[src/rtl/kcs_pkg.sv]
// ----------------------------------------------------------------------------
// kcs_pkg
// Shared types and constants for the keyframe curve sampler.
// ----------------------------------------------------------------------------
package kcs_pkg;

   localparam int DATA_W     = 32;
   localparam int FRAC_W     = 16;
   localparam int QUO_W      = FRAC_W + 1;   // blend fraction, 0 .. 1.0 inclusive
   localparam int CURVE_ID_W = 3;

   typedef enum logic {
      ACT_APPEND = 1'b0,
      ACT_QUERY  = 1'b1
   } action_type;

   typedef enum logic [1:0] {
      ST_OK      = 2'd0,
      ST_EMPTY   = 2'd1,
      ST_STORED  = 2'd2,
      ST_DROPPED = 2'd3
   } status_type;

   typedef struct packed {
      action_type                action;
      logic [CURVE_ID_W-1:0]     curve_id;
      logic signed [DATA_W-1:0]  time_point;
      logic signed [DATA_W-1:0]  level;
   } req_type;

   typedef struct packed {
      logic signed [DATA_W-1:0]  sampled_value;
      status_type                status;
   } rsp_type;

   typedef struct packed {
      logic signed [DATA_W-1:0]  key_time;
      logic signed [DATA_W-1:0]  key_value;
   } key_type;

endpackage

[src/rtl/kcs_serial_div.sv]
// ----------------------------------------------------------------------------
// kcs_serial_div
// Bit-serial restoring divider for the blend fraction, one quotient bit a cycle.
// ----------------------------------------------------------------------------
module kcs_serial_div
   import kcs_pkg::*;
(
   input  logic               clock,
   input  logic               reset,
   input  logic               start,
   input  logic [DATA_W-1:0]  dividend,
   input  logic [DATA_W-1:0]  divisor,
   output logic               busy,
   output logic               done,
   output logic [QUO_W-1:0]   quotient
);

   localparam int STEP_W = $clog2(QUO_W + 1);

   logic [DATA_W-1:0]  rem_ff;
   logic [DATA_W-1:0]  div_ff;
   logic [QUO_W-1:0]   sh_ff;      // low dividend bits shift out, quotient bits shift in
   logic [STEP_W-1:0]  step_ff;
   logic               busy_ff;
   logic               done_ff;
   logic [DATA_W:0]    trial;
   logic [DATA_W:0]    diff;
   logic               ge;

   // dividend is d * 2^16; the top part d >> 1 is already below the divisor
   assign trial = {rem_ff, sh_ff[QUO_W-1]};
   assign diff  = trial - {1'b0, div_ff};
   assign ge    = trial >= {1'b0, div_ff};

   always_ff @(posedge clock) begin
      if (reset) begin
         busy_ff <= 1'b0;
         done_ff <= 1'b0;
         step_ff <= '0;
      end else begin
         done_ff <= 1'b0;
         if (start) begin
            busy_ff <= 1'b1;
            step_ff <= '0;
         end else if (busy_ff) begin
            step_ff <= step_ff + STEP_W'(1);
            if (step_ff == STEP_W'(QUO_W - 1)) begin
               busy_ff <= 1'b0;
               done_ff <= 1'b1;
            end
         end
      end
   end

   always_ff @(posedge clock) begin
      if (start) begin
         rem_ff <= {1'b0, dividend[DATA_W-1:1]};
         sh_ff  <= {dividend[0], {FRAC_W{1'b0}}};
         div_ff <= divisor;
      end else if (busy_ff) begin
         rem_ff <= ge ? diff[DATA_W-1:0] : trial[DATA_W-1:0];
         sh_ff  <= {sh_ff[QUO_W-2:0], ge};
      end
   end

   assign busy     = busy_ff;
   assign done     = done_ff;
   assign quotient = sh_ff;

endmodule

[config.mk]
export PLATFORM = sky130hd
export DESIGN_NAME = kcs_serial_div
export DESIGN_NICKNAME = d
export VERILOG_FILES = /design/src/rtl/kcs_pkg.sv /design/src/rtl/kcs_serial_div.sv
export SDC_FILE = /design/constraint.sdc
export NUM_CORES = 1
export LEC_CHECK = 0
export ABC_AREA = 1
export BUFFER_PORTS_ARGS = -buffer_cell sky130_fd_sc_hd__buf_4
export CORE_MARGIN = 1
export CORE_UTILIZATION = 56
export CTS_CLUSTER_SIZE = 40
export DETAILED_ROUTE_END_ITERATION = 10
export MAX_ROUTING_LAYER = met4
export PLACE_DENSITY = 0.85
export SLEW_MARGIN = 20
export SYNTH_ARGS = -nofsm -noshare
export SYNTH_HDL_FRONTEND = slang
export SYNTH_SLANG_ARGS = --single-unit
[constraint.sdc]
create_clock -name clock -period 2.9 [get_ports clock]
set_input_delay 0.29 -clock clock [delete_from_list [all_inputs] [get_ports clock]]
set_output_delay 0.29 -clock clock [all_outputs]
set_load 0.1 [all_outputs]
# Word-level counts from Yosys, hierarchy flattened
# Cells that the tools add are included.
# W data, S select, Z words.
# totals
regBits	88
ramBits	0
n_memories	0
rom_bits	0
wordCells	25
latchBits	0
output_inout_bits	19
# classes
n_shift	0
div	0
n_reduce_logical	3
n_addsub	2
mux	9
multipliers	0
bitwise	1
n_eq_ne	1
order_cmp	1
# op_table
op	n
$mux W31	2
$mux W17	2
$ge A33 B32 Y1	1
$mux W32	1
$sub A32 B32 Y32	1
$add A5 B1 Y5 const B	1
$eq A5 B5 Y1 const B	1
$mux W1	4
$reduce_or A3 Y1	1
$reduce_bool A2 Y1	1
$reduce_or A2 Y1	1
$not A1 Y1	1

# Logic depth before layout (Yosys ltp)
# Gate-level depths: netlist of the first run.
# depth
depth_word	4
depth_mapped	16
depth_no_buf	16

# Worst setup path before layout of the first run
# Ideal clock, no wire load.
# synth_timing
path_type	register to register
from	reg busy_ff, in the netlist busy
to	reg sh_ff[16], in the netlist quotient[16], enable pin
n_path_buf	1
stages_incl_launch_ff	4
synth_period_minus_slack_ns	2.828
slack_ns	0.072
arrival_ns	2.419
path_cell_list	dfxtp_1 > nor2_1 > clkinv_1 > buf_1
# synth_between
elab_chain_len	1
# synth_lines
element	line	rtl
start, declared	kcs_serial_div.sv:24	logic busy_ff;
start signal, assigned	kcs_serial_div.sv:37	busy_ff <= 1'b0;
start signal, assigned	kcs_serial_div.sv:43	busy_ff <= 1'b1;
start signal, assigned	kcs_serial_div.sv:48	busy_ff <= 1'b0;
$reduce_bool A2 Y1 (no source line)	n/a	
end signal, assigned	kcs_serial_div.sv:58	sh_ff <= {dividend[0], {FRAC_W{1'b0}}};
end signal, assigned	kcs_serial_div.sv:62	sh_ff <= {sh_ff[QUO_W-2:0], ge};
end, declared	kcs_serial_div.sv:22	logic [QUO_W-1:0] sh_ff;
# No other way between the ends.
# A chain may end at the register's enable or synchronous reset.

# Worst setup path in the final report of the first run
# layout_timing
from	reg sh_ff[16], in the netlist quotient[16]
to	reg rem_ff[28], data pin
# layout_between
elab_chain_len	4
# layout_lines
element	line	rtl
$sub A32 B32 Y32 or $ge A33 B32 Y1 (tied branches)	kcs_serial_div.sv:32, kcs_serial_div.sv:33	
$mux W32 (*)	kcs_serial_div.sv:61	rem_ff <= ge ? diff[DATA_W-1:0] : trial[DATA_W-1:0];
$mux W31 (*)	kcs_serial_div.sv:60	end else if (busy_ff) begin
$mux W31 (*)	kcs_serial_div.sv:56	if (start) begin
end signal, assigned	kcs_serial_div.sv:57	rem_ff <= {1'b0, dividend[DATA_W-1:1]};
end signal, assigned	kcs_serial_div.sv:61	
end, declared	kcs_serial_div.sv:20	logic [DATA_W-1:0] rem_ff;
# Every way passes the cells marked *; elsewhere a longest branch is shown, timed or not. The select of a mux whose other input is x is not followed.

==> implementation parameters, run 1 <==
Parameter                              Value

Clocking
  Clock tree buffer depth    2
  Clock tree sinks    88
  Clock tree from TritonCTS    yes
  Post CTS Setup Buffer Count    0
  Post-CTS Hold Buffers    0
  Number of buffers created by CTS    9
  H-tree Lvls    3
  Post-cts sizing count    0
  CTS root buffer    clkbuf_16
  Clock insertion delay at the later pin of the skew report    ~360 ps
  Clk slew on worst S/H paths    70 ps

Global route
  First-pass GRT wire length    24330 um
  Total congestion overflow after global routing    0
  Number of antenna violations at the first check in global routing    0
  Vias in the first global route    around 5.4k
  Gr usage total    between 20% and 30%
  Pin count of the biggest net entering global routing    43

Place
  # port buffers    85
  DP HPWL    11380 um
  Cell Area, Placed    between 7000 and 8000 um^2
  Global placer's final weighted congestion    0.9735

Outcome
  Result of the run    finished, final reports clean

Critical path
  Endpoint kind of the worst setup timing path    register
  CP max stage cell    fa_1
  Crit Path Max Fanout    4
  Most frequent CP cell    nand3_1
  Worst EP arrival    approximately 2700 ps
  FF-to-FF path depth    14
  Category of the critical setup timing path    reg2reg
  Ordered cell list for the critical path    inv_1 > ha_1 > inv_1 > fa_1 > nand3_1 > nand3_1 > nand3_1 > nand3_1 > nand2_1 > nand3b_1 > nand2_1 > nand2_1 > nand3_1 > nand2_1
  Required time of the critical path    approximately 3000 ps
  Crit path from    quotient[16]
  Worst setup SP type    register
  Largest stage delay, worst path    430 ps
  Reg2reg start    quotient[16]

Power and ir drop
  Worst-case vdd ir drop    0.0005394 V
  Static power due to leakage    3.802 nW
  Total power divided by cell area    701.2 nW/um^2

Finish
  # fillers    930
  Number of nets at the end of the flow    1074
  Share of the core filled with cells    67.25%
  Design Area, Final    7418 um^2
  Fraction of final layout cells with drive strength greater than 1    15.68%
  Ant diodes    0
  Layout-stage area growth over the synthesis result    15.42%
  Footprint of the multi-input gates    about 3200 um^2
  Combined flip-flop and latch cell area    2402 um^2

Synthesis
  Average footprint of a synthesized cell    7.246 um^2
  Prevailing post-synth register cell    edfxtp_1
  Post-synth EDFFs    64
  Post-Syn Area    roughly 6400 um^2
  Net count of the mapped netlist    989
  Post-synthesis sequential element count    88
  Async SR Flop Fraction    0%
  Yosys Warn Count    0
  Top cell type's share of synthesized area    29.90%
  Synth unique cells    40
  Top post-synthesis cells by count    nand2_1 (313), inv_1 (169), edfxtp_1 (64), nand3_1 (56), nor2_1 (46)
  Largest cells by area after synthesis    edfxtp_1 (30%), nand2_1 (18%), inv_1 (9.9%), dfxtp_1 (7.5%), ha_1 (6.6%)
  Largest area contributor in the synthesized netlist    edfxtp_1
  Most frequent cell after synthesis    nand2_1
  Sequential cell area fraction in the yosys report    37.38%
  Number of instances in the synthesized netlist    887

Routing
  Detailed-routing iteration count for the pre-antenna-repair pass    5
  Final ANT Viol Nets    0
  Via-to-Cell Ratio    5.071
  Number of DRC markers in iteration 0    362
  Number of design rule violations left after detail routing    0
  Total wirelength of the detailed-routed design    14920 um
  Final routed wire length divided by cell count    ~13 um
  Via total after detailed routing    5659

Timing
  Total count of max-transition violations in the final report    0
  Setup Total Neg Slack    0 ps
  RSZ-0062 raised after global routing    no
  Number of hold violations in the final report    0
  Fmax    between 0.3 and 0.4 GHz
  Clock skew    approximately 9 ps
  Final worst-path cycle share    88.20%
  Final setup viols    0
  Max-slew headroom    58.20%
  Measured slew at the worst slew-check pin    623.1 ps
  Final min period    2558 ps

Run
  Reported max-cap violation count    0

Worst hold path
  Type of the most critical hold path    in2reg
  Hold Crit Start    divisor[9]
  Worst hold path cell count    1

Floorplanning
  Effective utilization at floorplan    58.27%
  Die height    roughly 110 um
  Num rows    38
  Num ports    86
  Overall die area    about 12000 um^2
  Placeable core area    approximately 11000 um^2
  Die Width    109.1 um
-- area by class of cell --
type | instances | share of cell area, %
inverter | 171 | 8.652
tap | 140 | 2.361
clock inverter | 6 | 0.6747
multi-input combinational | 610 | 43.41
clock buffer | 9 | 3.036
sequential | 88 | 32.38
timing repair buffer | 92 | 9.479
-- report_power, final --
| part | switching (mW) | leakage (nW) | internal, mW |
|---|---|---|---|
| logic | 1.56 | 2.83 | 0.885 |
| registers | 0.0813 | 0.833 | 1.55 |
| clock network | 0.532 | 0.139 | 0.592 |
-- logic make-up (layout without fill, tap and decap cells) --
kind of cell / count (synthesis) / count (layout) / synth area share [%]
and+or+nand+nor: 514 / 514 / 36.87
xor gates and xnor gates: 15 / 15 / 2.044
buffers and inverters: 189 / 278 / 12.52
DFF: 88 / 88 / 37.38
AOI/OAI and AO/OA: 46 / 46 / 4.263
adders and majority gates: 35 / 35 / 6.930
-- cell usage in the layout (no fill, tap or decap), drive strengths merged --
cell	synthesis	layout
nor4	2	2
o22ai	15	15
clkinv	1	1
o21bai	2	2
inv	170	176
fa	1	1
nand2	343	343
nand3b	40	40
nand4	3	3
a211oi	1	1
dfxtp	24	24
edfxtp	64	64
ha	34	34
nor3	8	8
nand3	59	59
o21ai	4	4
nor2	56	56
nor3b	1	1
and2	2	2
o211ai	1	1
xnor2	15	15
clkbuf	5	9
buf	13	92
a21oi	23	23
-- worst max-delay path: cells and delay by family (launching register included) --
| kind | cells | cell delay (ps) |
|---|---|---|
| fa+ha+maj | 2 | 570 |
| buf+inv | 2 | 180 |
| flops | 1 | 420 |
| simple gates | 10 | 1150 |
-- per-stage QoR --
stage,hold slack (ps),cells,setup slack [ps],total power [mW]
after global placement,468.3,1101,445.7,4.025
after floorplan,388.9,887,72.38,3.600
after CTS,97.44,1116,352.1,5.208
after detailed placement,469.5,1101,369.9,4.069
after global routing,97.17,1116,134.1,5.579
final,104.8,1116,342.3,5.201
-- final timing paths --
| path | endpoint | slack, ps |
|---|---|---|
| hold / removal | div_ff[9] | 100 |
| setup / recovery | rem_ff[28] | 340 |
| setup reg to reg | rem_ff[28] | 340 |
| hold reg to reg | quotient[14] | 490 |
-- per-layer routing --
metal	track usage, %	wire (um)
met5	-	0
met4	8.494	256
met3	5.918	941
met2	44.70	6929
met1	34.18	6794
-- state kept, by name, summed over array words and instances, names as in the netlist --
signal    flops
busy          1
div_ff       32
done          1
quotient     17
rem_ff       32
step_ff       5
Power figures use the tool's default switching activity.
==> inputs of run 2 (changes only) <==
--- a/config.mk
+++ b/config.mk
@@ -9,6 +9,7 @@
 export BUFFER_PORTS_ARGS = -buffer_cell sky130_fd_sc_hd__buf_4
 export CORE_MARGIN = 1
 export CORE_UTILIZATION = 56
+export CTS_BUF_LIST = sky130_fd_sc_hd__clkbuf_4 sky130_fd_sc_hd__clkbuf_8 sky130_fd_sc_hd__clkbuf_16
 export CTS_CLUSTER_SIZE = 40
 export DETAILED_ROUTE_END_ITERATION = 10
 export MAX_ROUTING_LAYER = met4
==> constraint.sdc (replaced) <==
create_clock -name clock -period 2.9 [get_ports clock]
set_input_delay 0 -clock clock [delete_from_list [all_inputs] [get_ports clock]]
set_output_delay 0 -clock clock [all_outputs]
set_load 0.1 [all_outputs]
==> run 2 against run 1 <==
Sequential cell count stayed put. Wire length up 9.7%. Combinational power grew 3%. Maximum frequency shrank 0.24%. First-iteration DRC count is 7.7% higher. Utilization increased by 6.4 points. Largest power group unchanged. Final cell count up 5.8%. Sequential share of layout area shrank 2.8 points. Highest routed layer unchanged. Final area rose by 9.5%.
==> implementation parameters, run 2 (synthesis gave the netlist of run 1 again) <==
Parameter                              Value

Outcome
  Result of the run    finished, final reports clean

Timing
  Final setup viols    0
  Final-layout worst hold slack    55.86 ps
  Final min period    approximately 2600 ps
  Max-slew headroom    about 66%
  Number of hold violations in the final report    0
  Clock skew    11.09 ps
  RSZ-0062 raised after global routing    no
  Final worst-path cycle share    slightly below 90%
  Total count of max-transition violations in the final report    0
  Setup Total Neg Slack    0 ps
  Measured slew at the worst slew-check pin    between 500 and 600 ps
  Fmax    0.3900 GHz

Global route
  Total congestion overflow after global routing    0
  First-pass GRT wire length    26970 um
  Gr usage total    between 30% and 40%
  Number of antenna violations at the first check in global routing    0
  Pin count of the biggest net entering global routing    47
  Vias in the first global route    5994

Critical path
  Crit Path Max Fanout    4
  Worst setup SP type    register
  Category of the critical setup timing path    reg2reg
  Endpoint kind of the worst setup timing path    register
  Worst EP arrival    about 2700 ps
  Required time of the critical path    roughly 3000 ps

Floorplanning
  Num ports    86
  Die Width    109.1 um
  Effective utilization at floorplan    58.27%
  Die height    109.1 um
  Num rows    38
  Placeable core area    11030 um^2
  Overall die area    11910 um^2

Clocking
  CTS root buffer    clkbuf_16
  Number of buffers created by CTS    9
  Clk slew on worst S/H paths    roughly 70 ps
  Clock tree from TritonCTS    yes
  Clock tree buffer depth    2
  Clock tree sinks    88
  Post CTS Setup Buffer Count    0
  Post-cts sizing count    0
  Clock insertion delay at the later pin of the skew report    around 350 ps
  H-tree Lvls    3

Routing
  Final ANT Viol Nets    0
  Final routed wire length divided by cell count    13.86 um
  Number of DRC markers in iteration 0    390
  Via total after detailed routing    ~6k
  Total wirelength of the detailed-routed design    ~16000 um
  Detailed-routing iteration count for the pre-antenna-repair pass    5
  Number of design rule violations left after detail routing    0
  Via-to-Cell Ratio    5.075

Worst hold path
  Type of the most critical hold path    in2reg

Finish
  Layout-stage area growth over the synthesis result    26.42%
  Share of the core filled with cells    73.66%
  Most frequent standard cell in the layout excluding fill and tap cells    nand2_1
  Number of nets at the end of the flow    about 1.1k
  # fillers    between 800 and 900
  Ant diodes    0
  Fraction of final layout cells with drive strength greater than 1    14.70%
  Commonest cells after routing, fill and taps aside    nand2_1 (313), inv_1 (169), buf_4 (90)

Run
  Reported max-cap violation count    0

Place
  # port buffers    85
  DP HPWL    11260 um
  Global placer's final weighted congestion    around 1

Power and ir drop
  Total power divided by cell area    672.3 nW/um^2
  Static power due to leakage    4.097 nW
  Worst-case vdd ir drop    0.0004834 V
  Post-layout power    5.463 mW
run 2: cell count changes in the layout (fill, tap and decap cells not counted), sizes merged:
cell         change
inv              -5
clkbuf           +3
dlygate4sd3     +65
buf              -1
bufinv           +1
clkinv           +2
run 2: final timing paths:
| path | from | end | slack (ps) | cells past startpoint |
|---|---|---|---|---|
| hold reg to reg | quotient[3] | quotient[4] | 510 | 2 |
| setup reg to reg | quotient[16] | rem_ff[16] | 340 | 14 |
| hold / removal | start | div_ff[30] | 60 | 1 |
| setup / recovery | quotient[16] | rem_ff[16] | 340 | 14 |
run 2: stage by stage:
step / setup WS [ps] / instance area [um^2] / instances
2_1_floorplan: 72.38 / 6427 / 887
3_3_place_gp: 445.4 / 7136 / 1100
3_5_place_dp: 410.0 / 7136 / 1100
4_1_cts: 360.1 / 8125 / 1181
5_1_grt: 168.8 / 8125 / 1181
6_report: 336.1 / 8125 / 1181
run 2: power by group:
| group | internal (mW) | switching (mW) | leakage (nW) |
|---|---|---|---|
| Sequential | 1.55 | 0.0805 | 0.833 |
| Combinational | 0.941 | 1.58 | 3.10 |
| Clock | 0.789 | 0.519 | 0.167 |
| Total | 3.28 | 2.18 | 4.10 |
run 2: per-layer routing:
layer | share of wire [%] | GRT usage, % | routed length (um) | vias up
li1 | - | - | - | 3069
met1 | 42 | 35.18 | 6951 | 2698
met2 | 49 | 52.02 | 7950 | 196
met3 | 6.6 | 5.918 | 1086 | 30
met4 | 2.3 | 11.68 | 383 | 0
met5 | 0 | - | 0 | -
run 2: critical path, cell delays in order (launching register included):
cell	delay, ps
edfxtp_1	380
inv_1	90
ha_1	140
inv_1	80
fa_1	430
nand3_1	110
nand3_1	170
nand2_1	110
nand3_1	180
a21oi_1	260
nand2_1	80
nand2_1	80
nand2_1	60
nand3_1	80
nand2_1	50
run 2: timing repair:
item / 4_1_cts / 5_1_grt
hold buffers: 65 / 0
endpoints found under the setup margin: 0 / 0
hold endpoints to repair: 66 / 0
run 2: cell type report:
cell class | count | area [um^2] | area share (%)
multi-input cells | 610 | 3221 | 39.64
inverters | 171 | 641.9 | 7.900
flip-flops and latches | 88 | 2402 | 29.57
clock buffers | 12 | 282.8 | 3.480
repair buffers | 156 | 1346 | 16.57
well taps | 140 | 175.2 | 2.156
clock inverters | 4 | 56.30 | 0.6929
