[src/rtl/kcs_pkg.sv]
// ----------------------------------------------------------------------------
// kcs_pkg
// Shared types and constants for the keyframe curve sampler.
// ----------------------------------------------------------------------------
package kcs_pkg;

   localparam int DATA_W     = 32;
   localparam int FRAC_W     = 16;
   localparam int QUO_W      = FRAC_W + 1;   // blend fraction, 0 .. 1.0 inclusive
   localparam int CURVE_ID_W = 3;

   typedef enum logic {
      ACT_APPEND = 1'b0,
      ACT_QUERY  = 1'b1
   } action_type;

   typedef enum logic [1:0] {
      ST_OK      = 2'd0,
      ST_EMPTY   = 2'd1,
      ST_STORED  = 2'd2,
      ST_DROPPED = 2'd3
   } status_type;

   typedef struct packed {
      action_type                action;
      logic [CURVE_ID_W-1:0]     curve_id;
      logic signed [DATA_W-1:0]  time_point;
      logic signed [DATA_W-1:0]  level;
   } req_type;

   typedef struct packed {
      logic signed [DATA_W-1:0]  sampled_value;
      status_type                status;
   } rsp_type;

   typedef struct packed {
      logic signed [DATA_W-1:0]  key_time;
      logic signed [DATA_W-1:0]  key_value;
   } key_type;

endpackage

[src/rtl/kcs_serial_mul.sv]
// ----------------------------------------------------------------------------
// kcs_serial_mul
// Shift-add multiplier: value delta times fraction, one multiplier bit a cycle.
// Result is the product floored by 2^16, low 32 bits.
// ----------------------------------------------------------------------------
module kcs_serial_mul
   import kcs_pkg::*;
(
   input  logic               clock,
   input  logic               reset,
   input  logic               start,
   input  logic [DATA_W:0]    mcand,
   input  logic [QUO_W-1:0]   mplier,
   output logic               busy,
   output logic               done,
   output logic [DATA_W-1:0]  scaled
);

   localparam int ACC_W  = DATA_W + 2;
   localparam int STEP_W = $clog2(QUO_W + 1);

   logic [DATA_W:0]    mcand_ff;
   logic [ACC_W-1:0]   acc_ff;
   logic [QUO_W-1:0]   plo_ff;     // multiplier bits out, product bits in
   logic [STEP_W-1:0]  step_ff;
   logic               busy_ff;
   logic               done_ff;
   logic [ACC_W-1:0]   addend;
   logic [ACC_W-1:0]   sum;

   assign addend = plo_ff[0] ? {mcand_ff[DATA_W], mcand_ff} : '0;
   assign sum    = acc_ff + addend;

   always_ff @(posedge clock) begin
      if (reset) begin
         busy_ff <= 1'b0;
         done_ff <= 1'b0;
         step_ff <= '0;
      end else begin
         done_ff <= 1'b0;
         if (start) begin
            busy_ff <= 1'b1;
            step_ff <= '0;
         end else if (busy_ff) begin
            step_ff <= step_ff + STEP_W'(1);
            if (step_ff == STEP_W'(QUO_W - 1)) begin
               busy_ff <= 1'b0;
               done_ff <= 1'b1;
            end
         end
      end
   end

   // arithmetic right shift of {acc, plo} by one each step
   always_ff @(posedge clock) begin
      if (start) begin
         mcand_ff <= mcand;
         acc_ff   <= '0;
         plo_ff   <= mplier;
      end else if (busy_ff) begin
         acc_ff <= {sum[ACC_W-1], sum[ACC_W-1:1]};
         plo_ff <= {sum[0], plo_ff[QUO_W-1:1]};
      end
   end

   assign busy   = busy_ff;
   assign done   = done_ff;
   assign scaled = {acc_ff[DATA_W-2:0], plo_ff[QUO_W-1]};

endmodule

[config.mk]
export PLATFORM = sky130hd
export DESIGN_NAME = kcs_serial_mul
export DESIGN_NICKNAME = d
export VERILOG_FILES = /design/src/rtl/kcs_pkg.sv /design/src/rtl/kcs_serial_mul.sv
export SDC_FILE = /design/constraint.sdc
export NUM_CORES = 1
export LEC_CHECK = 0
export BUFFER_PORTS_ARGS = -buffer_cell sky130_fd_sc_hd__buf_2
export CORE_MARGIN = 2
export CORE_UTILIZATION = 40
export CTS_CLUSTER_SIZE = 24
export DETAILED_ROUTE_END_ITERATION = 10
export GPL_TIMING_DRIVEN = 0
export HOLD_SLACK_MARGIN = 0.08
export MAX_ROUTING_LAYER = met4
export PLACE_DENSITY_LB_ADDON = 0.08
export SYNTH_ARGS = -nofsm -noshare
export SYNTH_HDL_FRONTEND = slang
export SYNTH_SLANG_ARGS = --single-unit
[constraint.sdc]
create_clock -name clock -period 5.05 [get_ports clock]
set_clock_uncertainty 0.1 [all_clocks]
set_input_delay 0.2525 -clock clock [delete_from_list [all_inputs] [get_ports clock]]
set_output_delay 0.2525 -clock clock [all_outputs]
set_load 0.02 [all_outputs]
**After elaboration in Yosys (flattened, before gate mapping)**

Cells that the tools add are included.

- Bits of input ports: 53
- Flip-flop bits (word level): 90
- Output and inout port bits: 34
- Logic and storage cells: 20

- Bitwise logic cells: 1
- Mux-type cells: 7
- Reductions and logical operators: 3
- Add/sub/neg operators: 2
- Equal/unequal tests: 1

Operators by type and width:

| kind | number |
|---|---|
| $add A34 B34 Y34 | 1 |
| $mux W17 | 2 |
| $mux W34 | 1 |
| $add A5 B1 Y5 const B | 1 |
| $eq A5 B5 Y1 const B | 1 |
| $mux W1 | 4 |
| $reduce_or A3 Y1 | 1 |
| $reduce_bool A2 Y1 | 1 |
| $reduce_or A2 Y1 | 1 |
| $not A1 Y1 | 1 |

**Depth between registers and ports, before layout**

Gate-level depths: netlist of the first run.

- Depth in word-level cells: 4
- Mapped depth: 13
- Mapped depth without buffers: 13

**Worst setup path before layout of the first run**

No wires, ideal clock.

- Path type: register to register
- Start point: register plo_ff[0]
- End point: register acc_ff[27]
- Slack: 2085 ps
- Path buffers: 1
- Period minus slack after synthesis: 2965 ps
- Data arrival time: 2748 ps
- Setup time: 117 ps
- Data required time: 4833 ps
- Stages on the path, launching flop included: 13
- Cell sequence: edfxtp_1 > clkbuf_1 > and2_1 > ha_1 > a21oi_2 > nor3b_1 > a221oi_2 > a21oi_4 > o21ai_2 > a311oi_2 > nor2b_1 > or3_1 > a32o_1

- Word-level cells in the longest chain between the ends: 2

Ends and longest elaborated chain:

| what | line | source |
|---|---|---|
| start, declared | kcs_serial_mul.sv:24 | `logic [QUO_W-1:0] plo_ff;` |
| start signal, assigned | kcs_serial_mul.sv:59 | `plo_ff <= mplier;` |
| start signal, assigned | kcs_serial_mul.sv:62 | `plo_ff <= {sum[0], plo_ff[QUO_W-1:1]};` |
| $mux W34 | kcs_serial_mul.sv:31 | `assign addend = plo_ff[0] ? {mcand_ff[DATA_W], mcand_ff} : '0;` |
| $add A34 B34 Y34 | kcs_serial_mul.sv:32 | `assign sum = acc_ff + addend;` |
| end signal, assigned | kcs_serial_mul.sv:61 | `acc_ff <= {sum[ACC_W-1], sum[ACC_W-1:1]};` |
| end, declared | kcs_serial_mul.sv:23 | `logic [ACC_W-1:0] acc_ff;` |

No other way between the ends.
A chain may end at the register's enable or synchronous reset.

**Final worst setup path of the first run**

Same ends and word-level chain as after synthesis.

==> summary.txt, run 1 <==
Outcome
  • Status: finished clean

Timing
  • Slew margin rel.: 35.8%
  • Final worst path period share: 69.5%
  • Slew Limit Fails: 0
  • Max Clk Rate: 0.285 GHz
  • Clock period minus worst slack: 3.51 ns
  • Worst slew pin tran: 0.962 ns
  • WHS: 0.0950 ns
  • RSZ-0062 raised after global routing: false
  • Final setup violation count: 0
  • Hold Vio Cnt, Final: 0
  • Setup_tns: 0 ns

Logic synthesis
  • Syn_nets: 616
  • Dominant cell type by area after synthesis: edfxtp_1
  • Post-Synthesis Cell Area: 5350 sq um
  • Yosys warns: 0
  • Top cell type's share of synthesized area: 28.1%
  • Post-synthesis sequential area ratio: 43.1%
  • Library cells used by synthesis: 64
  • Synth top area cells: edfxtp_1 28%, dfxtp_1 15%, ha_1 8.2%, buf_4 4.5%, and2_1 3.9%
  • Top FF cell, synth: edfxtp_1
  • Ys async rst share: 0%
  • #FFs+latches synth: 90
  • Mapped Cells: 527
  • Number of synthesized flops with an enable pin: 50
  • Avg Cell Area, Syn: 10.1 sq um

GRT
  • Total track usage: 18.8%
  • GRT met3 Usage: 4.90%
  • Largest net degree at the start of global routing: 38
  • Grt peak-use layer: met2
  • Grt total ovfl: 0
  • GR Util met2: 29.6%
  • Antenna violations before repair: 0
  • Met1 Usage GRT: 24.2%
  • Vias in the first global route: 4096
  • First-pass GRT wire length: 20.5 mm

Worst setup path
  • Worst-path maximum fanout: 10
  • Worst EP required: 5.19 ns
  • CP endpoint kind: flop
  • Reg2reg start: plo_ff[0]$_DFFE_PP_
  • Reg2reg setup slack: 1.54 ns
  • Worst Setup Path Type: reg2reg
  • Data arrival, critical path: 3.65 ns
  • CP Launch Point: plo_ff[0]$_DFFE_PP_
  • Crit path launch type: flop
  • FF-to-FF End: acc_ff[27]$_SDFFE_PP0P_
  • Worst-case reg-to-reg path depth: 12

Floorplan
  • Core ar.: 13100 sq um
  • Die area: 14300 sq um
  • Die W: 120 microns
  • Die Ht: 120 microns
  • Initial Utilization: 40.7%
  • # rows: 42
  • I/O Pins: 87

CTS
  • Root Buffer: clkbuf_16
  • Skew-Pair Late Insertion Delay: 0.35 ns
  • Clock Sinks: 90
  • Inserted Clock Buffers: 9
  • Worst-path clk slew: 0.07 ns
  • CTS tree: built
  • H-Tree Depth: 3
  • Post-CTS setup buffer count: 0
  • Clk buf depth: 2

Route
  • Routed length per instance: 14.6 microns
  • Vias per cell: 4.95
  • Pre-Repair DR Iteration Count: 5
  • Vias: 4162
  • DRT antenna net count: 0
  • Drt first-iter violations: 240
  • Drc violations: 0
  • WL final: 12.3 mm

Min path
  • Hold/Removal Path Class: in2reg
  • Min-delay src: mplier[3]
  • Hold Path End: plo_ff[3]$_DFFE_PP_
  • Hold-critical path depth: 2

Placed design
  • Dpl cells: 789
  • IO buf count: 86
  • RD Place Congestion: 0.860
  • Post-detail-place hpwl: 8.80 mm

Finish
  • Fraction of layout cells with a size suffix above 1: 25.2%
  • Ant. Diodes: 0
  • Final std cells w/o fill: 840
  • Area Overhead vs Synth: 24.5%
  • Fin nets: 748

Power
  • Worst VDD drop: 284 uV
  • Pwr/cell area: 310 nW/um^2
  • Static Leak: 0.00290 uW

Flow run
  • # Max-Cap Violations: 0
==> routing by layer <==
| layer | up-vias | routed length (microns) |
|---|---|---|
| li1 | 2128 | - |
| met1 | 1929 | 5770 |
| met2 | 94 | 5800 |
| met3 | 11 | 587 |
| met4 | 0 | 143 |
| met5 | - | 0 |
==> worst max path at each step <==
stage                                    endpoint  slack, ns
after floorplan           acc_ff[27]$_SDFFE_PP0P_       2.08
after global placement    acc_ff[32]$_SDFFE_PP0P_       1.51
after detailed placement  acc_ff[32]$_SDFFE_PP0P_       1.52
after CTS                 acc_ff[27]$_SDFFE_PP0P_       1.48
after global routing      acc_ff[27]$_SDFFE_PP0P_       1.21
final                     acc_ff[27]$_SDFFE_PP0P_       1.54
==> worst max-delay path: stages, from the launching register on <==
cell and delay (ns):
edfxtp_1 0.45, clkbuf_1 0.36, nand2_1 0.16, fa_1 0.47, nor2b_4 0.15, o31ai_1 0.12
a221oi_2 0.51, a21oi_4 0.17, o21ai_2 0.23, a311oi_2 0.15, nor2b_1 0.16, o21ai_0 0.10
a32o_1 0.27
==> Yosys cell counts, types with 2 or more instances <==
cell / count
o211ai_1: 2
a211oi_2: 2
a21oi_2: 2
buf_4: 32
o21a_1: 5
nor3_1: 5
nand2_1: 34
ha_1: 35
nor2_1: 47
mux2i_1: 16
inv_1: 13
o21ai_1: 4
nand3_1: 7
clkbuf_1: 15
and3_1: 4
nand4_1: 5
mux2_2: 17
a21oi_1: 31
xor2_1: 7
o22ai_1: 2
nand2b_1: 4
dfxtp_1: 40
or3_1: 3
o21ai_2: 2
nor2b_1: 2
or2_2: 2
or4_1: 2
buf_1: 5
nor3b_1: 3
o21ai_0: 19
o32ai_1: 2
a211oi_1: 4
a21o_1: 17
and2_1: 33
edfxtp_1: 50
a211o_1: 2
nor2b_4: 2
o21bai_1: 4
xnor2_1: 21
==> sequential cells by signal, indices dropped and copies added, names as in the netlist <==
name	count
acc_ff	33
step_ff	5
busy	1
mcand_ff	33
done	1
plo_ff	17
==> power by group <==
group          switching (uW)  internal, uW  total, uW
Sequential               32.9           844        877
Clock                     313           394        707
Combinational             257           225        482
==> metrics by stage <==
stage | power [uW] | util, % | area [sq um] | setup WS, ns
after floorplan | 1230 | - | 5350 | 2.08
after global placement | 1350 | 45.7 | 6000 | 1.51
after detailed placement | 1360 | 45.7 | 6000 | 1.52
after CTS | 2100 | 50.7 | 6660 | 1.48
after global routing | 2190 | 50.7 | 6660 | 1.21
final | 2070 | 50.7 | 6660 | 1.54
==> kinds of logic after synthesis <==
kind of cell    count (synthesis)  synth area share, %
simple gates                  158                 15.0
compound gates                117                 15.4
flops                          90                 43.1
buf+inv                        65                 6.81
fa+ha+maj                      36                 8.56
mux                            33                 6.57
xor+xnor                       28                 4.59
==> layout make-up <==
| type | count | area (sq um) |
|---|---|---|
| timing repair buffer | 121 | 781 |
| tap | 176 | 220 |
| buffer | 52 | 315 |
| clock buffer | 9 | 225 |
| inverter | 13 | 48.8 |
| sequential | 90 | 2300 |
| clock inverter | 7 | 81.3 |
| fill | 1279 | 6480 |
| multi-input combinational | 372 | 2680 |
==> cells in the final DEF (no fill, tap or decap), drive strengths merged, types with 3 or more instances in the layout <==
master	synthesis	routed
clkbuf	15	24
xnor2	21	21
xor2	7	7
nand2	34	34
dlygate4sd3	0	35
o21ai	25	25
mux2	17	17
o21a	5	5
nand4	5	5
nand2b	4	4
nor3b	3	3
a211oi	6	6
mux2i	16	16
a21oi	34	34
nor2b	4	4
or3	3	3
nor3	5	5
nand3	7	7
o21bai	4	4
and2	33	33
and3	4	4
buf	37	123
edfxtp	50	50
nor2	48	48
dfxtp	40	40
inv	13	18
ha	35	35
a21o	17	17
==> what timing repair did <==
action / in CTS / in global routing
hold buffers: 35 / 0
resized for setup: 0 / 0
hold endpoints to repair: 35 / 0
Note: power is estimated with default switching activity, not from simulation.
==> run 2: changes to the inputs <==
- clock period: 5.05 -> 3.5 ns (I/O delays scaled with it)
==> summary.txt, run 2 (synthesis results as in run 1) <==
Outcome
  • Status: finished clean

Finish
  • Post-Route Utilization: 52.5%
  • Most common cell after layout, fill and taps aside: buf_2
  • Largest registers: acc_ff x33, mcand_ff x33, plo_ff x17
  • Ant. Diodes: 0
  • Fraction of layout cells with a size suffix above 1: 26.1%
  • Area Overhead vs Synth: 28.9%
  • Fillers: 1266
  • Fin nets: 765
  • Commonest non-fill, non-tap cells in the layout: 87 x buf_2, 51 x dlygate4sd3_1, 50 x edfxtp_1

Power
  • Worst VDD drop: 394 uV
  • Static Leak: 0.00301 uW
  • Pwr/cell area: 437 nW/um^2

Placed design
  • Post-detail-place hpwl: 8.80 mm
  • Setup WS pre-CTS: -0.0349 ns
  • IO buf count: 86
  • RD Place Congestion: 0.860

Worst setup path
  • Worst Setup Path Type: reg2reg
  • Reg2reg start: plo_ff[0]$_DFFE_PP_
  • Critical Path Most Common Cell: a21o_1
  • CP Launch Point: plo_ff[0]$_DFFE_PP_
  • Worst-case reg-to-reg path depth: 13
  • Slowest CP cell: edfxtp_1
  • Crit path launch type: flop
  • Reg2reg setup slack: 0.15 ns
  • Worst-path maximum fanout: 10
  • Data arrival, critical path: 3.46 ns
  • Max incr delay on CP: 0.48 ns
  • Worst EP required: 3.62 ns
  • Crit-path cells: clkbuf_4, nand2_1, inv_1, ha_1, a21o_1, a21o_1, a2111oi_4, o31a_1, o2111a_1, nor2_1, a211oi_2, xnor2_1, o21ai_1
  • CP endpoint kind: flop

Timing
  • Slew margin rel.: 36.1%
  • Slew Limit Fails: 0
  • Setup_tns: 0 ns
  • Final setup violation count: 0
  • Hold Vio Cnt, Final: 0
  • PnR worst setup slack: 0.155 ns
  • Final worst path period share: 95.6%
  • Max Clk Rate: 0.299 GHz
  • Worst slew pin tran: 0.959 ns
  • Clock period minus worst slack: 3.35 ns

Route
  • Vias per cell: 4.92
  • Drc violations: 0
  • Vias: 4215
  • DRT antenna net count: 0
  • Pre-Repair DR Iteration Count: 4
  • Routed length per instance: 14.6 microns
  • Drt first-iter violations: 215
  • WL final: 12.5 mm

CTS
  • Clock Sinks: 90
  • Worst-path clk slew: 0.07 ns
  • Skew-Pair Late Insertion Delay: 0.35 ns
  • CTS tree: built
  • Inserted Clock Buffers: 9
  • Root Buffer: clkbuf_16
  • Clk buf depth: 2
  • H-Tree Depth: 3

Floorplan
  • # rows: 42
  • Initial Utilization: 40.7%
  • I/O Pins: 87
  • Die Ht: 120 microns
  • Die area: 14300 sq um
  • Die W: 120 microns
  • Core ar.: 13100 sq um

GRT
  • Largest net degree at the start of global routing: 38
  • Antenna violations before repair: 0
  • First-pass GRT wire length: 20.7 mm
  • Total track usage: 19.1%
  • Vias in the first global route: 4154
  • Grt total ovfl: 0

Flow run
  • # Max-Cap Violations: 0

Min path
  • Hold/Removal Path Class: reg2reg
  • Hold-critical path depth: 2
  • Min-delay src: acc_ff[24]$_SDFFE_PP0P_
## run 2: changes by cell type in the layout (fill, tap and decap cells not counted), moves of 2 or more
cell           delta
buf_4             +5
a21oi_2           -2
a21oi_4           +2
clkbuf_1          -6
dlygate4sd3_1    +16
## run 2: worst max-delay path: cells and delay by family (launching register included)
family	cells	cell delay (ns)
xor gates and xnor gates	1	0.18
and+or+nand+nor	2	0.21
buffers and inverters	2	0.28
adders and majority gates	1	0.27
DFF	1	0.48
AOI/OAI and AO/OA	7	1.69
## run 2: per-layer routing
metal	global-route usage (%)	wire [microns]	vias up
met5	-	0	-
met4	5.07	154	0
met3	4.90	540	10
met2	30.5	5900	86
met1	24.2	5950	1959
li1	-	-	2160
## run 2: final cells by class
cell class / count / area (sq um) / share of cell area, %
Clock inverter: 7 / 81.3 / 1.18
Sequential cell: 90 / 2300 / 33.4
Buffer: 49 / 313 / 4.54
Multi-Input combinational cell: 372 / 2730 / 39.6
Tap cell: 176 / 220 / 3.19
Timing Repair Buffer: 141 / 971 / 14.1
Clock buffer: 9 / 225 / 3.27
Inverter: 13 / 48.8 / 0.708
## run 2: path summary, 6_finish.rpt
kind / to
max: acc_ff[24]$_SDFFE_PP0P_
min: acc_ff[24]$_SDFFE_PP0P_
min reg2reg: acc_ff[24]$_SDFFE_PP0P_
max reg2reg: acc_ff[24]$_SDFFE_PP0P_
## run 2: through the flow
step                      cell area [sq um]  power, uW  std cells  hold slack (ns)
after floorplan                        5350       1780        527            0.147
after global placement                 6000       1950        789            0.251
after detailed placement               6000       1960        789            0.253
after CTS                              6820       3040        856            0.377
after global routing                   6890       3180        857            0.412
final                                  6890       3010        857            0.375
## run 2: timing repair
item,in CTS,in global routing
pin swaps,1,5
gates cloned,0,0
endpoints found under the setup margin,6,9
gates resized for setup,3,15
hold endpoints to repair,51,0
hold buffers,51,0
buffers inserted,0,4
## run 2: report_power, final
group | internal [uW] | leakage (uW) | switching (uW)
sequential | 1220 | 0.000821 | 48.3
combinational | 346 | 0.00204 | 379
clock | 568 | 0.000153 | 452
==> run 3: changes to the inputs <==
==> constraint.sdc (replaced) <==
create_clock -name clock -period 3.5 [get_ports clock]
set_clock_uncertainty 0.1 [all_clocks]
set_input_delay 0.35 -clock clock [delete_from_list [all_inputs] [get_ports clock]]
set_output_delay 0.35 -clock clock [all_outputs]
set_load 0.02 [all_outputs]
==> summary.txt, run 3 (synthesis results as in run 1) <==
Min path
  • Hold Path End: mcand_ff[20]$_DFFE_PP_
  • Hold/Removal Path Class: in2reg
  • Hold-critical path depth: 1
  • Min-delay src: mcand[20]

Route
  • Drc violations: 0
  • Vias: 4158
  • Vias per cell: 4.96
  • WL final: 12.4 mm
  • Pre-Repair DR Iteration Count: 4
  • Routed length per instance: 14.7 microns
  • DRT antenna net count: 0
  • Drt first-iter violations: 226

Finish
  • Fin nets: 747
  • Post-Route Utilization: 51.1%
  • Final std cells w/o fill: 839
  • Commonest non-fill, non-tap cells in the layout: 87 x buf_2, 50 x edfxtp_1, 47 x nor2_1
  • Fraction of layout cells with a size suffix above 1: 26.8%
  • Ant. Diodes: 0
  • Area Overhead vs Synth: 25.5%
  • Most common cell after layout, fill and taps aside: buf_2
  • Largest registers: acc_ff x33, mcand_ff x33, plo_ff x17

Floorplan
  • Die W: 120 microns
  • Core ar.: 13100 sq um
  • Die Ht: 120 microns
  • # rows: 42
  • Initial Utilization: 40.7%
  • I/O Pins: 87
  • Die area: 14300 sq um

Worst setup path
  • Reg2reg setup slack: 0.16 ns
  • Worst EP required: 3.64 ns
  • Worst-path maximum fanout: 10
  • Worst Setup Path Type: reg2reg
  • Worst-case reg-to-reg path depth: 12
  • Data arrival, critical path: 3.48 ns
  • Reg2reg start: plo_ff[0]$_DFFE_PP_
  • Crit path launch type: flop
  • CP endpoint kind: flop
  • FF-to-FF End: acc_ff[27]$_SDFFE_PP0P_

CTS
  • Clk buf depth: 2
  • Skew-Pair Late Insertion Delay: 0.36 ns
  • Worst-path clk slew: 0.07 ns
  • Clock Sinks: 90
  • Inserted Clock Buffers: 9
  • Root Buffer: clkbuf_16
  • CTS tree: built
  • H-Tree Depth: 3

Placed design
  • RD Place Congestion: 0.860
  • Dpl cells: 789
  • IO buf count: 86
  • Post-detail-place hpwl: 8.80 mm

GRT
  • Largest net degree at the start of global routing: 38
  • Grt total ovfl: 0
  • First-pass GRT wire length: 20.3 mm
  • Total track usage: 18.7%
  • Antenna violations before repair: 0
  • Vias in the first global route: 4085

Timing
  • Final worst path period share: 95.4%
  • Slew margin rel.: 36.7%
  • Max Clk Rate: 0.299 GHz
  • Hold Vio Cnt, Final: 0
  • Clock period minus worst slack: 3.34 ns
  • Final setup violation count: 0
  • Worst slew pin tran: 0.950 ns
  • Slew Limit Fails: 0

Flow run
  • # Max-Cap Violations: 0

Outcome
  • Status: finished clean

Power
  • Static Leak: 0.00294 uW
  • Pwr/cell area: 447 nW/um^2
  • Worst VDD drop: 392 uV
==> run 3: critical path: stages, from the launching register on <==
cell      delay [ns]
edfxtp_1        0.48
buf_4           0.21
and2_1          0.14
ha_1            0.36
a21oi_4         0.21
nor3b_4         0.25
a221oi_4        0.12
a21oi_4         0.27
o21ai_2         0.12
a311oi_2        0.31
nor2b_1         0.08
or3_1           0.31
a32o_1          0.25
==> run 3: cell type report <==
class                           count  area, sq um
Buffer                             49          313
Timing Repair Buffer              123          791
Inverter                           13         48.8
Fill cell                        1270         6420
Multi-Input combinational cell    372         2730
Clock inverter                      7         81.3
Tap cell                          176          220
Clock buffer                        9          225
Sequential cell                    90         2300
==> run 3: worst max-delay path by stage <==
stage,to,depth (start not counted),from,slack (ns)
after global placement,acc_ff[32]$_SDFFE_PP0P_,12,plo_ff[0]$_DFFE_PP_,-0.04
after detailed placement,acc_ff[32]$_SDFFE_PP0P_,12,plo_ff[0]$_DFFE_PP_,-0.03
final,acc_ff[27]$_SDFFE_PP0P_,12,plo_ff[0]$_DFFE_PP_,0.16
after global routing,acc_ff[27]$_SDFFE_PP0P_,12,plo_ff[0]$_DFFE_PP_,-0.02
after floorplan,acc_ff[27]$_SDFFE_PP0P_,12,plo_ff[0]$_DFFE_PP_,0.53
after CTS,acc_ff[32]$_SDFFE_PP0P_,12,plo_ff[0]$_DFFE_PP_,0.01
==> run 3: repair_timing <==
action,4_1_cts,5_1_grt
endpoints found under the setup margin,6,9
pin swaps,1,5
setup buffers,0,4
gates resized for setup,3,15
hold endpoints to repair,33,0
hold buffers,33,0
==> run 3: report_power, final <==
group	switching [uW]	internal [uW]	total [uW]	leakage (uW)
Sequential	47.6	1220	1270	0.000821
Combinational	375	333	708	0.00196
Clock	457	568	1020	0.000153
Total	879	2120	3000	0.00294
==> run 3: through the flow <==
step / hold WS (ns) / worst slack, ns / instance area [sq um] / setup TNS [ns] / total power (uW)
after floorplan: 0.322 / 0.535 / 5350 / 0 / 1780
after detailed placement: 0.368 / -0.0349 / 6000 / -0.131 / 1960
after global routing: 0.0848 / -0.0224 / 6710 / -0.0259 / 3160
after CTS: 0.0806 / 0.0120 / 6640 / 0 / 3020
final: 0.101 / 0.159 / 6710 / 0 / 3000
after global placement: 0.359 / -0.0369 / 6000 / -0.0483 / 1950
==> run 3: per-layer routing <==
layer | global-route usage, % | part of all wire (%)
met2 | 29.2 | 47
met5 | - | 0
met1 | 24.2 | 47
met3 | 4.90 | 4.9
met4 | 5.29 | 1.5
